$ cat src/hw/rtl/dns_query_packet_builder_defines.svh
// assertion helpers for the query builder
`ifndef DNS_QUERY_PACKET_BUILDER_DEFINES_SVH
`define DNS_QUERY_PACKET_BUILDER_DEFINES_SVH

// same-cycle implication, quiet during reset
`define DQPB_ASSERT_NOW(lbl, ante, cons, msg) \
  lbl: assert property (@(posedge clk) disable iff (rst) (ante) |-> (cons)) else $error(msg);

// next-cycle implication, quiet during reset
`define DQPB_ASSERT_NEXT(lbl, ante, cons, msg) \
  lbl: assert property (@(posedge clk) disable iff (rst) (ante) |=> (cons)) else $error(msg);

`endif

$ cat src/hw/rtl/dqpb_pkg.sv
`timescale 1ns / 1ps

package dqpb_pkg;

  localparam int unsigned NAME_MAX_LEN_DEF = 255;
  localparam int unsigned PACKET_BYTES_DEF = 512;
  localparam int unsigned CMD_DEPTH_DEF    = 4;

  typedef logic [8:0] off_t;
  typedef logic [7:0] byte_t;
  typedef logic [3:0] beat_t;

  localparam off_t  HDR_LEN    = 9'd12;
  localparam byte_t DOT_CHAR   = 8'h2E;
  localparam byte_t CLASS_IN   = 8'h01;
  localparam byte_t RD_FLAG_HI = 8'h01;
  localparam byte_t QDCOUNT_LO = 8'h01;

  // header beat positions
  localparam beat_t HDR_ID_HI      = 4'd0;
  localparam beat_t HDR_ID_LO      = 4'd1;
  localparam beat_t HDR_FLAGS_HI   = 4'd2;
  localparam beat_t HDR_QDCOUNT_LO = 4'd5;
  localparam beat_t HDR_LAST_BEAT  = 4'd11;

  // question tail beat positions
  localparam beat_t TAIL_QTYPE_HI = 4'd0;
  localparam beat_t TAIL_QTYPE_LO = 4'd1;
  localparam beat_t TAIL_CLASS_HI = 4'd2;
  localparam beat_t TAIL_LAST_BEAT = 4'd3;

  // at most one command per character, expanded into bytes by the back end
  typedef struct packed {
    logic        hdr;
    logic [15:0] id;
    logic        body_en;
    off_t        body_off;
    byte_t       body_byte;
    logic        fill0_en;
    off_t        fill0_off;
    byte_t       fill0_byte;
    logic        fill1_en;
    off_t        fill1_off;
    logic        tail_en;
    off_t        tail_off;
  } cmd_t;

  typedef enum logic [2:0] {
    PH_HDR,
    PH_BODY,
    PH_FILL0,
    PH_FILL1,
    PH_TAIL,
    PH_DONE
  } phase_t;

  typedef struct packed {
    logic in_name;
  } front_status_t;

endpackage

$ cat src/hw/rtl/dqpb_front.sv
`timescale 1ns / 1ps

module dqpb_front #(
  parameter int unsigned NAME_MAX_LEN = dqpb_pkg::NAME_MAX_LEN_DEF,
  parameter int unsigned PACKET_BYTES = dqpb_pkg::PACKET_BYTES_DEF
) (
  input  logic                  clk,
  input  logic                  rst,
  input  logic                  accept,
  input  logic [7:0]            name_char,
  input  logic                  name_last,
  input  logic [15:0]           query_id,
  output dqpb_pkg::cmd_t        cmd,
  output logic                  cmd_valid,
  output dqpb_pkg::front_status_t status
);
  import dqpb_pkg::*;

  logic in_name, in_name_next;
  off_t write_pos, write_pos_next;
  off_t label_start, label_start_next;

  logic  first;
  logic  is_dot;
  logic  fits;
  off_t  wp_eff;
  off_t  ls_eff;
  off_t  taken;
  off_t  len_open;
  off_t  len_close;
  off_t  wp1;
  off_t  ls1;

  always_comb begin
    first  = !in_name;
    is_dot = (name_char == DOT_CHAR);
    wp_eff = first ? (HDR_LEN + 9'd1) : write_pos;
    ls_eff = first ? HDR_LEN : label_start;
    taken  = wp_eff - (HDR_LEN + 9'd1);
    fits   = (32'(taken) < NAME_MAX_LEN) && (32'(wp_eff) + 32'd6 <= PACKET_BYTES);
    len_open = wp_eff - ls_eff - 9'd1;

    cmd = '0;
    cmd.hdr = first;
    cmd.id  = query_id;

    wp1 = wp_eff;
    ls1 = ls_eff;
    if (fits) begin
      cmd.body_en = 1'b1;
      wp1 = wp_eff + 9'd1;
      if (is_dot) begin
        cmd.body_off  = ls_eff;
        cmd.body_byte = len_open[7:0];
        ls1 = wp_eff;
      end else begin
        cmd.body_off  = wp_eff;
        cmd.body_byte = name_char;
      end
    end

    len_close = wp1 - ls1 - 9'd1;
    if (name_last) begin
      cmd.tail_en = 1'b1;
      if (wp1 == ls1 + 9'd1) begin
        // empty open label: its slot becomes the terminator
        if (first && is_dot) begin
          cmd.tail_off = ls1;
        end else begin
          cmd.fill0_en   = 1'b1;
          cmd.fill0_off  = ls1;
          cmd.fill0_byte = '0;
          cmd.tail_off   = ls1 + 9'd1;
        end
      end else begin
        cmd.fill0_en   = 1'b1;
        cmd.fill0_off  = ls1;
        cmd.fill0_byte = len_close[7:0];
        cmd.fill1_en   = 1'b1;
        cmd.fill1_off  = wp1;
        cmd.tail_off   = wp1 + 9'd1;
      end
    end

    // a dropped middle character makes no bytes at all
    cmd_valid = first || fits || name_last;

    in_name_next     = in_name;
    write_pos_next   = write_pos;
    label_start_next = label_start;
    if (accept) begin
      if (name_last) begin
        in_name_next     = 1'b0;
        write_pos_next   = '0;
        label_start_next = '0;
      end else begin
        in_name_next     = 1'b1;
        write_pos_next   = wp1;
        label_start_next = ls1;
      end
    end

    status.in_name = in_name;
  end

  always_ff @(posedge clk) begin
    if (rst) begin
      in_name     <= 1'b0;
      write_pos   <= '0;
      label_start <= '0;
    end else begin
      in_name     <= in_name_next;
      write_pos   <= write_pos_next;
      label_start <= label_start_next;
    end
  end

endmodule

$ cat src/hw/rtl/dqpb_fifo.sv
`timescale 1ns / 1ps

module dqpb_fifo #(
  parameter int unsigned DEPTH = dqpb_pkg::CMD_DEPTH_DEF
) (
  input  logic           clk,
  input  logic           rst,
  input  logic           wr_en,
  input  dqpb_pkg::cmd_t wr_data,
  output logic           full,
  input  logic           rd_en,
  output dqpb_pkg::cmd_t rd_data,
  output logic           not_empty
);
  import dqpb_pkg::*;

  localparam int unsigned AW = (DEPTH > 1) ? $clog2(DEPTH) : 1;
  localparam int unsigned CW = $clog2(DEPTH + 1);

  cmd_t          slots [DEPTH];
  logic [AW-1:0] wr_ptr, wr_ptr_next;
  logic [AW-1:0] rd_ptr, rd_ptr_next;
  logic [CW-1:0] count, count_next;
  logic          do_wr;
  logic          do_rd;

  always_comb begin
    full      = (count == CW'(DEPTH));
    not_empty = (count != '0);
    do_wr     = wr_en && !full;
    do_rd     = rd_en && not_empty;
    rd_data   = slots[rd_ptr];

    wr_ptr_next = wr_ptr;
    rd_ptr_next = rd_ptr;
    if (do_wr) begin
      wr_ptr_next = (wr_ptr == AW'(DEPTH - 1)) ? '0 : wr_ptr + 1'b1;
    end
    if (do_rd) begin
      rd_ptr_next = (rd_ptr == AW'(DEPTH - 1)) ? '0 : rd_ptr + 1'b1;
    end

    count_next = count;
    if (do_wr && !do_rd) begin
      count_next = count + 1'b1;
    end else if (do_rd && !do_wr) begin
      count_next = count - 1'b1;
    end
  end

  always_ff @(posedge clk) begin
    if (do_wr) begin
      slots[wr_ptr] <= wr_data;
    end
  end

  always_ff @(posedge clk) begin
    if (rst) begin
      wr_ptr <= '0;
      rd_ptr <= '0;
      count  <= '0;
    end else begin
      wr_ptr <= wr_ptr_next;
      rd_ptr <= rd_ptr_next;
      count  <= count_next;
    end
  end

endmodule

$ cat src/hw/rtl/dqpb_back.sv
`timescale 1ns / 1ps

module dqpb_back (
  input  logic           clk,
  input  logic           rst,
  input  dqpb_pkg::cmd_t cmd,
  input  logic           cmd_valid,
  output logic           cmd_pop,
  input  logic [15:0]    query_type,
  input  logic           pop,
  output logic           empty,
  output logic [8:0]     byte_offset,
  output logic [7:0]     packet_byte,
  output logic           packet_done
);
  import dqpb_pkg::*;

  // first enabled part of a command at or after a given phase
  function automatic phase_t next_phase(cmd_t c, phase_t from);
    phase_t p;
    p = PH_DONE;
    if (from <= PH_TAIL && c.tail_en) p = PH_TAIL;
    if (from <= PH_FILL1 && c.fill1_en) p = PH_FILL1;
    if (from <= PH_FILL0 && c.fill0_en) p = PH_FILL0;
    if (from <= PH_BODY && c.body_en) p = PH_BODY;
    if (from <= PH_HDR && c.hdr) p = PH_HDR;
    return p;
  endfunction

  phase_t ph, ph_next;
  logic   started, started_next;
  beat_t  beat, beat_next;

  logic   out_valid, out_valid_next;
  off_t   out_off;
  byte_t  out_byte;
  logic   out_done;

  phase_t cur;
  phase_t nxt;
  logic   advance;
  logic   stay;
  off_t   sel_off;
  byte_t  sel_byte;
  logic   sel_done;

  always_comb begin
    cur     = started ? ph : next_phase(cmd, PH_HDR);
    nxt     = next_phase(cmd, phase_t'(3'(cur) + 3'd1));
    advance = cmd_valid && (!out_valid || pop);

    sel_off  = '0;
    sel_byte = '0;
    sel_done = 1'b0;
    stay     = 1'b0;
    case (cur)
      PH_HDR: begin
        sel_off = {5'b0, beat};
        stay    = (beat != HDR_LAST_BEAT);
        case (beat)
          HDR_ID_HI:      sel_byte = cmd.id[15:8];
          HDR_ID_LO:      sel_byte = cmd.id[7:0];
          HDR_FLAGS_HI:   sel_byte = RD_FLAG_HI;
          HDR_QDCOUNT_LO: sel_byte = QDCOUNT_LO;
          default:        sel_byte = '0;
        endcase
      end
      PH_BODY: begin
        sel_off  = cmd.body_off;
        sel_byte = cmd.body_byte;
      end
      PH_FILL0: begin
        sel_off  = cmd.fill0_off;
        sel_byte = cmd.fill0_byte;
      end
      PH_FILL1: begin
        sel_off  = cmd.fill1_off;
        sel_byte = '0;
      end
      PH_TAIL: begin
        sel_off = cmd.tail_off + {5'b0, beat};
        stay    = (beat != TAIL_LAST_BEAT);
        case (beat)
          TAIL_QTYPE_HI: sel_byte = query_type[15:8];
          TAIL_QTYPE_LO: sel_byte = query_type[7:0];
          TAIL_CLASS_HI: sel_byte = '0;
          default: begin
            sel_byte = CLASS_IN;
            sel_done = 1'b1;
          end
        endcase
      end
      default: begin
        sel_off  = '0;
        sel_byte = '0;
      end
    endcase

    ph_next      = ph;
    started_next = started;
    beat_next    = beat;
    cmd_pop      = 1'b0;
    if (advance) begin
      if (stay) begin
        ph_next      = cur;
        started_next = 1'b1;
        beat_next    = beat + 4'd1;
      end else if (nxt == PH_DONE) begin
        cmd_pop      = 1'b1;
        ph_next      = PH_HDR;
        started_next = 1'b0;
        beat_next    = '0;
      end else begin
        ph_next      = nxt;
        started_next = 1'b1;
        beat_next    = '0;
      end
    end

    if (advance) begin
      out_valid_next = 1'b1;
    end else if (pop) begin
      out_valid_next = 1'b0;
    end else begin
      out_valid_next = out_valid;
    end

    empty       = !out_valid;
    byte_offset = out_off;
    packet_byte = out_byte;
    packet_done = out_done;
  end

  always_ff @(posedge clk) begin
    if (rst) begin
      ph        <= PH_HDR;
      started   <= 1'b0;
      beat      <= '0;
      out_valid <= 1'b0;
    end else begin
      ph        <= ph_next;
      started   <= started_next;
      beat      <= beat_next;
      out_valid <= out_valid_next;
    end
  end

  always_ff @(posedge clk) begin
    if (advance) begin
      out_off  <= sel_off;
      out_byte <= sel_byte;
      out_done <= sel_done;
    end
  end

endmodule

$ cat src/hw/rtl/dns_query_packet_builder.sv
// DNS query packet builder. Feed the characters of a dotted domain name one word per
// clock (push/full), marking the final one with name_last; query_id is taken with the
// first character. Out comes a standard query as (byte_offset, packet_byte) words
// (empty/pop): the 12-byte header on the first character, one byte per kept character,
// label length bytes back-filled on each dot and at the end, then the zero terminator,
// query_type and class IN, with packet_done on the last byte (length = offset + 1).
// Words come out in the order they are generated, not in offset order. The front end
// classifies each character combinationally into at most one command and takes a new
// character every clock while the CMD_DEPTH-entry command queue has room. The back end
// expands commands at one output word per clock while the output is empty or popped,
// which sets the throughput: a kept inner character yields one word, the first 13, the
// last up to 6 more (at most 19 words for a one-character name); the output is registered.
// query_type may be rewritten only while the block is idle.
`timescale 1ns / 1ps
`include "dns_query_packet_builder_defines.svh"

module dns_query_packet_builder #(
  parameter int unsigned NAME_MAX_LEN = dqpb_pkg::NAME_MAX_LEN_DEF,
  parameter int unsigned PACKET_BYTES = dqpb_pkg::PACKET_BYTES_DEF,
  parameter int unsigned CMD_DEPTH    = dqpb_pkg::CMD_DEPTH_DEF
) (
  input  logic        clk,
  input  logic        rst,
  // character input
  input  logic        push,
  output logic        full,
  input  logic [7:0]  name_char,
  input  logic        name_last,
  input  logic [15:0] query_id,
  // configuration
  input  logic        query_type_we,
  input  logic [15:0] query_type,
  // packet byte output
  output logic        empty,
  input  logic        pop,
  output logic [8:0]  byte_offset,
  output logic [7:0]  packet_byte,
  output logic        packet_done
);
  import dqpb_pkg::*;

  // record type register, A by default
  logic [15:0] qtype_reg;

  logic          in_accept;
  cmd_t          front_cmd;
  logic          front_cmd_valid;
  logic          cmd_push;
  front_status_t front_status;
  cmd_t          head_cmd;
  logic          head_valid;
  logic          head_pop;

  always_ff @(posedge clk) begin
    if (rst) begin
      qtype_reg <= 16'd1;
    end else if (query_type_we) begin
      qtype_reg <= query_type;
    end
  end

  assign in_accept = push && !full;
  // only characters that make bytes enter the queue
  assign cmd_push  = in_accept && front_cmd_valid;

  // front end: name tracking and per-character classification
  dqpb_front #(
    .NAME_MAX_LEN (NAME_MAX_LEN),
    .PACKET_BYTES (PACKET_BYTES)
  ) u_front (
    .clk       (clk),
    .rst       (rst),
    .accept    (in_accept),
    .name_char (name_char),
    .name_last (name_last),
    .query_id  (query_id),
    .cmd       (front_cmd),
    .cmd_valid (front_cmd_valid),
    .status    (front_status)
  );

  // decoupling queue between the two halves
  dqpb_fifo #(
    .DEPTH (CMD_DEPTH)
  ) u_fifo (
    .clk       (clk),
    .rst       (rst),
    .wr_en     (cmd_push),
    .wr_data   (front_cmd),
    .full      (full),
    .rd_en     (head_pop),
    .rd_data   (head_cmd),
    .not_empty (head_valid)
  );

  // back end: command expansion into packet bytes
  dqpb_back u_back (
    .clk         (clk),
    .rst         (rst),
    .cmd         (head_cmd),
    .cmd_valid   (head_valid),
    .cmd_pop     (head_pop),
    .query_type  (qtype_reg),
    .pop         (pop),
    .empty       (empty),
    .byte_offset (byte_offset),
    .packet_byte (packet_byte),
    .packet_done (packet_done)
  );

  // the first character of a name always queues the header
  `DQPB_ASSERT_NOW(a_first_pushes, in_accept && !front_status.in_name, cmd_push, "first character lost")

  // a name ends on its last character
  `DQPB_ASSERT_NEXT(a_last_closes, in_accept && name_last, !front_status.in_name, "name not closed")

  // the closing word is always the class low byte
  `DQPB_ASSERT_NOW(a_done_class, !empty && packet_done, packet_byte == CLASS_IN, "bad final word")

endmodule

$ cat config.mk
export PLATFORM = sky130hd
export DESIGN_NAME = dns_query_packet_builder
export DESIGN_NICKNAME = d
export VERILOG_FILES = /design/src/hw/rtl/dqpb_pkg.sv /design/src/hw/rtl/dqpb_front.sv /design/src/hw/rtl/dqpb_fifo.sv /design/src/hw/rtl/dqpb_back.sv /design/src/hw/rtl/dns_query_packet_builder.sv
export VERILOG_INCLUDE_DIRS = /design/src /design/src/hw/rtl
export SDC_FILE = /design/constraint.sdc
export NUM_CORES = 1
export LEC_CHECK = 0
export ABC_AREA = 1
export BUFFER_PORTS_ARGS = -buffer_cell sky130_fd_sc_hd__buf_2
export CORE_MARGIN = 2
export CORE_UTILIZATION = 67
export CTS_BUF_LIST = sky130_fd_sc_hd__clkbuf_16
export DETAILED_ROUTE_END_ITERATION = 10
export PLACE_DENSITY_LB_ADDON = 0.1
export SKIP_CTS_REPAIR_TIMING = 1
export SLEW_MARGIN = 20
export SYNTH_ARGS = -nofsm -noshare
export SYNTH_HDL_FRONTEND = slang
export SYNTH_HIERARCHICAL = 1
export SYNTH_SLANG_ARGS = --single-unit
export TNS_END_PERCENT = 100
$ cat constraint.sdc
create_clock -name clk -period 8.9 [get_ports clk]
set_input_delay 0.445 -clock clk [delete_from_list [all_inputs] [get_ports clk]]
set_output_delay 0.445 -clock clk [all_outputs]
set_load 0.05 [all_outputs]
==> summary.md <==
| Metric | Value |
|---|---|
| Status | finished, final reports clean |
| Die height | 166 um |
| Post-synthesis cell area | 0.0177 mm^2 |
| Clk sinks | 363 |
| Final hold vios | 0 |
| H-Tree Depth | 2 |
| Iter 0 DRT Violations | 1753 |
| Synth cell types | 52 |
| Final core occ | 0.736 |
| Hold Path Class | in2reg |
| Initial antenna violation count | 1 |
| P per Cell Area | 323 mW/mm^2 |
| Cell family with most CP delay | simple AND/OR/NAND/NOR gates |
| Cell Chain, Critical Path | buf_4 > nand2_1 > ha_1 > nor3b_1 > nand2_1 > nand2_2 > nand2_4 > inv_2 > nand2_1 > nand3_1 > nor3b_1 > nand2_1 > nor2_4 > buf_4 |
| Via count | 13100 |
| Core box area | 0.0260 mm^2 |
| # setup viols final | 0 |
| Final Max Slew Viols | 0 |
| Register area share after synthesis | 0.587 |
| Worst Hold Slack | 130 ps |
| Finished Cell Area | 0.0191 mm^2 |
| Crit Path Class | reg2reg |
| Slowest cell delay on critical path | 840 ps |
| Slew @ Worst Pin | 1080 ps |
| Standard-cell rows | 59 |
| CTS tree | yes |
| Starting Density | 0.680 |
| Slowest-stage cell, CP | nor2_4 |
| Period utilisation layout | 0.592 |
| Synthesis-to-layout area growth | 8.33% |
| Async SR Flop Fraction | 0 |
| Grt ovf | 0 |
| RSZ-0062 raised after global routing | no |
| DP Area | 0.0178 mm^2 |
| Rel. slew slack | 0.279 |
| CP startpoint kind | flop |
| Minimum setup slack in the final design | 3640 ps |
| Mapped Cells | 1797 |
| Vias in the first global route | 12100 |
| WP data required | 9050 ps |
| Latest clock arrival within the worst-skew pair | 530 ps |
| Syn nets | 1883 |
| Antenna Nets Post-Route | 0 |
| DR WL/cell | 19.6 um |
| Total GRT Usage | 0.306 |
| FF+latch count, synth | 363 |
| CP Data Arrival Time | 5420 ps |
| Top cell by count, worst path | nand2_1 |
| Largest register FFs | 292 |
| Wire length of the first global-routing pass | 66400 um |
| CTS clock-pin slew for the worst setup and hold paths | 60 ps |
| Routability cong. | 0.954 |
| VDD IR max | 0.000298 V |
| Largest net degree at the start of global routing | 97 |
| Drt drc | 0 |
| HPWL Detailed | 27700 um |
| Drt pass-1 iters | 5 |
| Final TNS setup | 0 ps |
| Die W | 166 um |
| Worst Setup End Kind | flop |
| Synth warnings | 6 |
| Main synth FF type | edfxtp_1 |
| Buffers added on ports | 65 |
| Clk buf depth | 3 |
| Post-layout minimum cycle time | 5260 ps |
| F_max | 190 MHz |
| Vias per cell | 6.02 |
| Final wirelength | 42700 um |
| Post-synth EDFFs | 310 |
| # IOs | 66 |
| Layout cells sized above 1 | 0.110 |
| Mapped Avg Cell Area | 9.83 um^2 |
| Pre-CTS setup slack | 3740 ps |
| Max capacitance violation total | 0 |
| Crit path max fanout | 45 |
| Total CTS buffers | 38 |
| Die area | 0.0277 mm^2 |
| Buf/Inv on CP | 3 |
| Leak | 7.58 nW |
| Layout Nets | 1902 |
| Worst clock skew | 12.4 ps |
| CTS root buffer | clkbuf_16 |
-- cells in the final DEF (no fill, tap or decap), drive strengths merged, types with 10 or more instances in the layout --
cell,instances
a211oi,13
a21oi,55
buf,78
clkbuf,39
clkinv,14
dfxtp,53
edfxtp,310
ha,37
inv,154
nand2,344
nand3,77
nand4,21
nor2,310
nor3,10
o21ai,180
o22ai,74
xor2,23
-- area by class of cell --
cell class                      instances  area, um^2
Clock inverter                         28         305
Clock buffer                           39         976
Inverter                              149         567
Timing Repair Buffer                   78         423
Sequential cell                       363       10400
Multi-Input combinational cell       1186        6060
Fill cell                            1893        6860
Antenna cell                            1        2.50
Tap cell                              335         419
-- where the power goes --
part / switching, W / internal (W) / total, W
Sequential: 0.000113 / 0.00229 / 0.00240
Clock: 0.000641 / 0.000974 / 0.00162
Combinational: 0.00159 / 0.000576 / 0.00217
Total: 0.00235 / 0.00384 / 0.00618
-- worst paths after layout --
path | start | end | cells past startpoint | slack (ps)
max | u_front/status | u_fifo/slots[2][52] | 14 | 3640
max reg2reg | u_front/status | u_fifo/slots[2][52] | 14 | 3640
min reg2reg | qtype_reg[0] | qtype_reg[0] | 2 | 470
min | query_id[3] | u_fifo/slots[3][59] | 1 | 130
-- metrics by stage --
step                      cells  total power, W
after floorplan            1797         0.00400
after global placement     2111         0.00450
after detailed placement   2111         0.00455
after CTS                  2178         0.00617
after global routing       2179         0.00649
final                      2179         0.00618
-- Yosys cell counts, drive strengths merged (2+ instances only) --
cell type  number  area, um^2
o211ai          2        15.0
clkinv          2        7.51
xnor2           7        61.3
xor2           23         216
fa              3        60.1
nand4          21         131
dfxtp          53        1060
a21oi          55         275
o21bai          4        30.0
o21ai         180         916
buf            66         569
a221oi          2        17.5
nand3b          5        37.5
nor3           10        50.1
a31oi           3        18.8
inv           147         559
nor2          310        1260
clkbuf         33         129
o22ai          74         463
a41oi           2        17.5
nand3          77         413
nand2         344        1350
a22o            4        35.0
ha             37         463
or2             3        18.8
edfxtp        310        9310
a211oi         13         115
nor3b           2        15.0
-- cell families after synthesis --
logic type / Yosys count / synth area share
simple gates: 773 / 0.186
fa+ha+maj: 40 / 0.0296
buf+inv: 248 / 0.0716
xor+xnor: 30 / 0.0157
flops: 363 / 0.587
compound gates: 343 / 0.110
-- routing by layer --
| layer | global-route usage | wire length [um] | part of all wire |
|---|---|---|---|
| met2 | 0.481 | 19900 | 0.47 |
| met1 | 0.447 | 17700 | 0.41 |
| met3 | 0.0548 | 4240 | 0.099 |
| met5 | 0 | 0 | 0 |
| met4 | 0.0795 | 842 | 0.020 |
(Power assumes the default switching activity.)
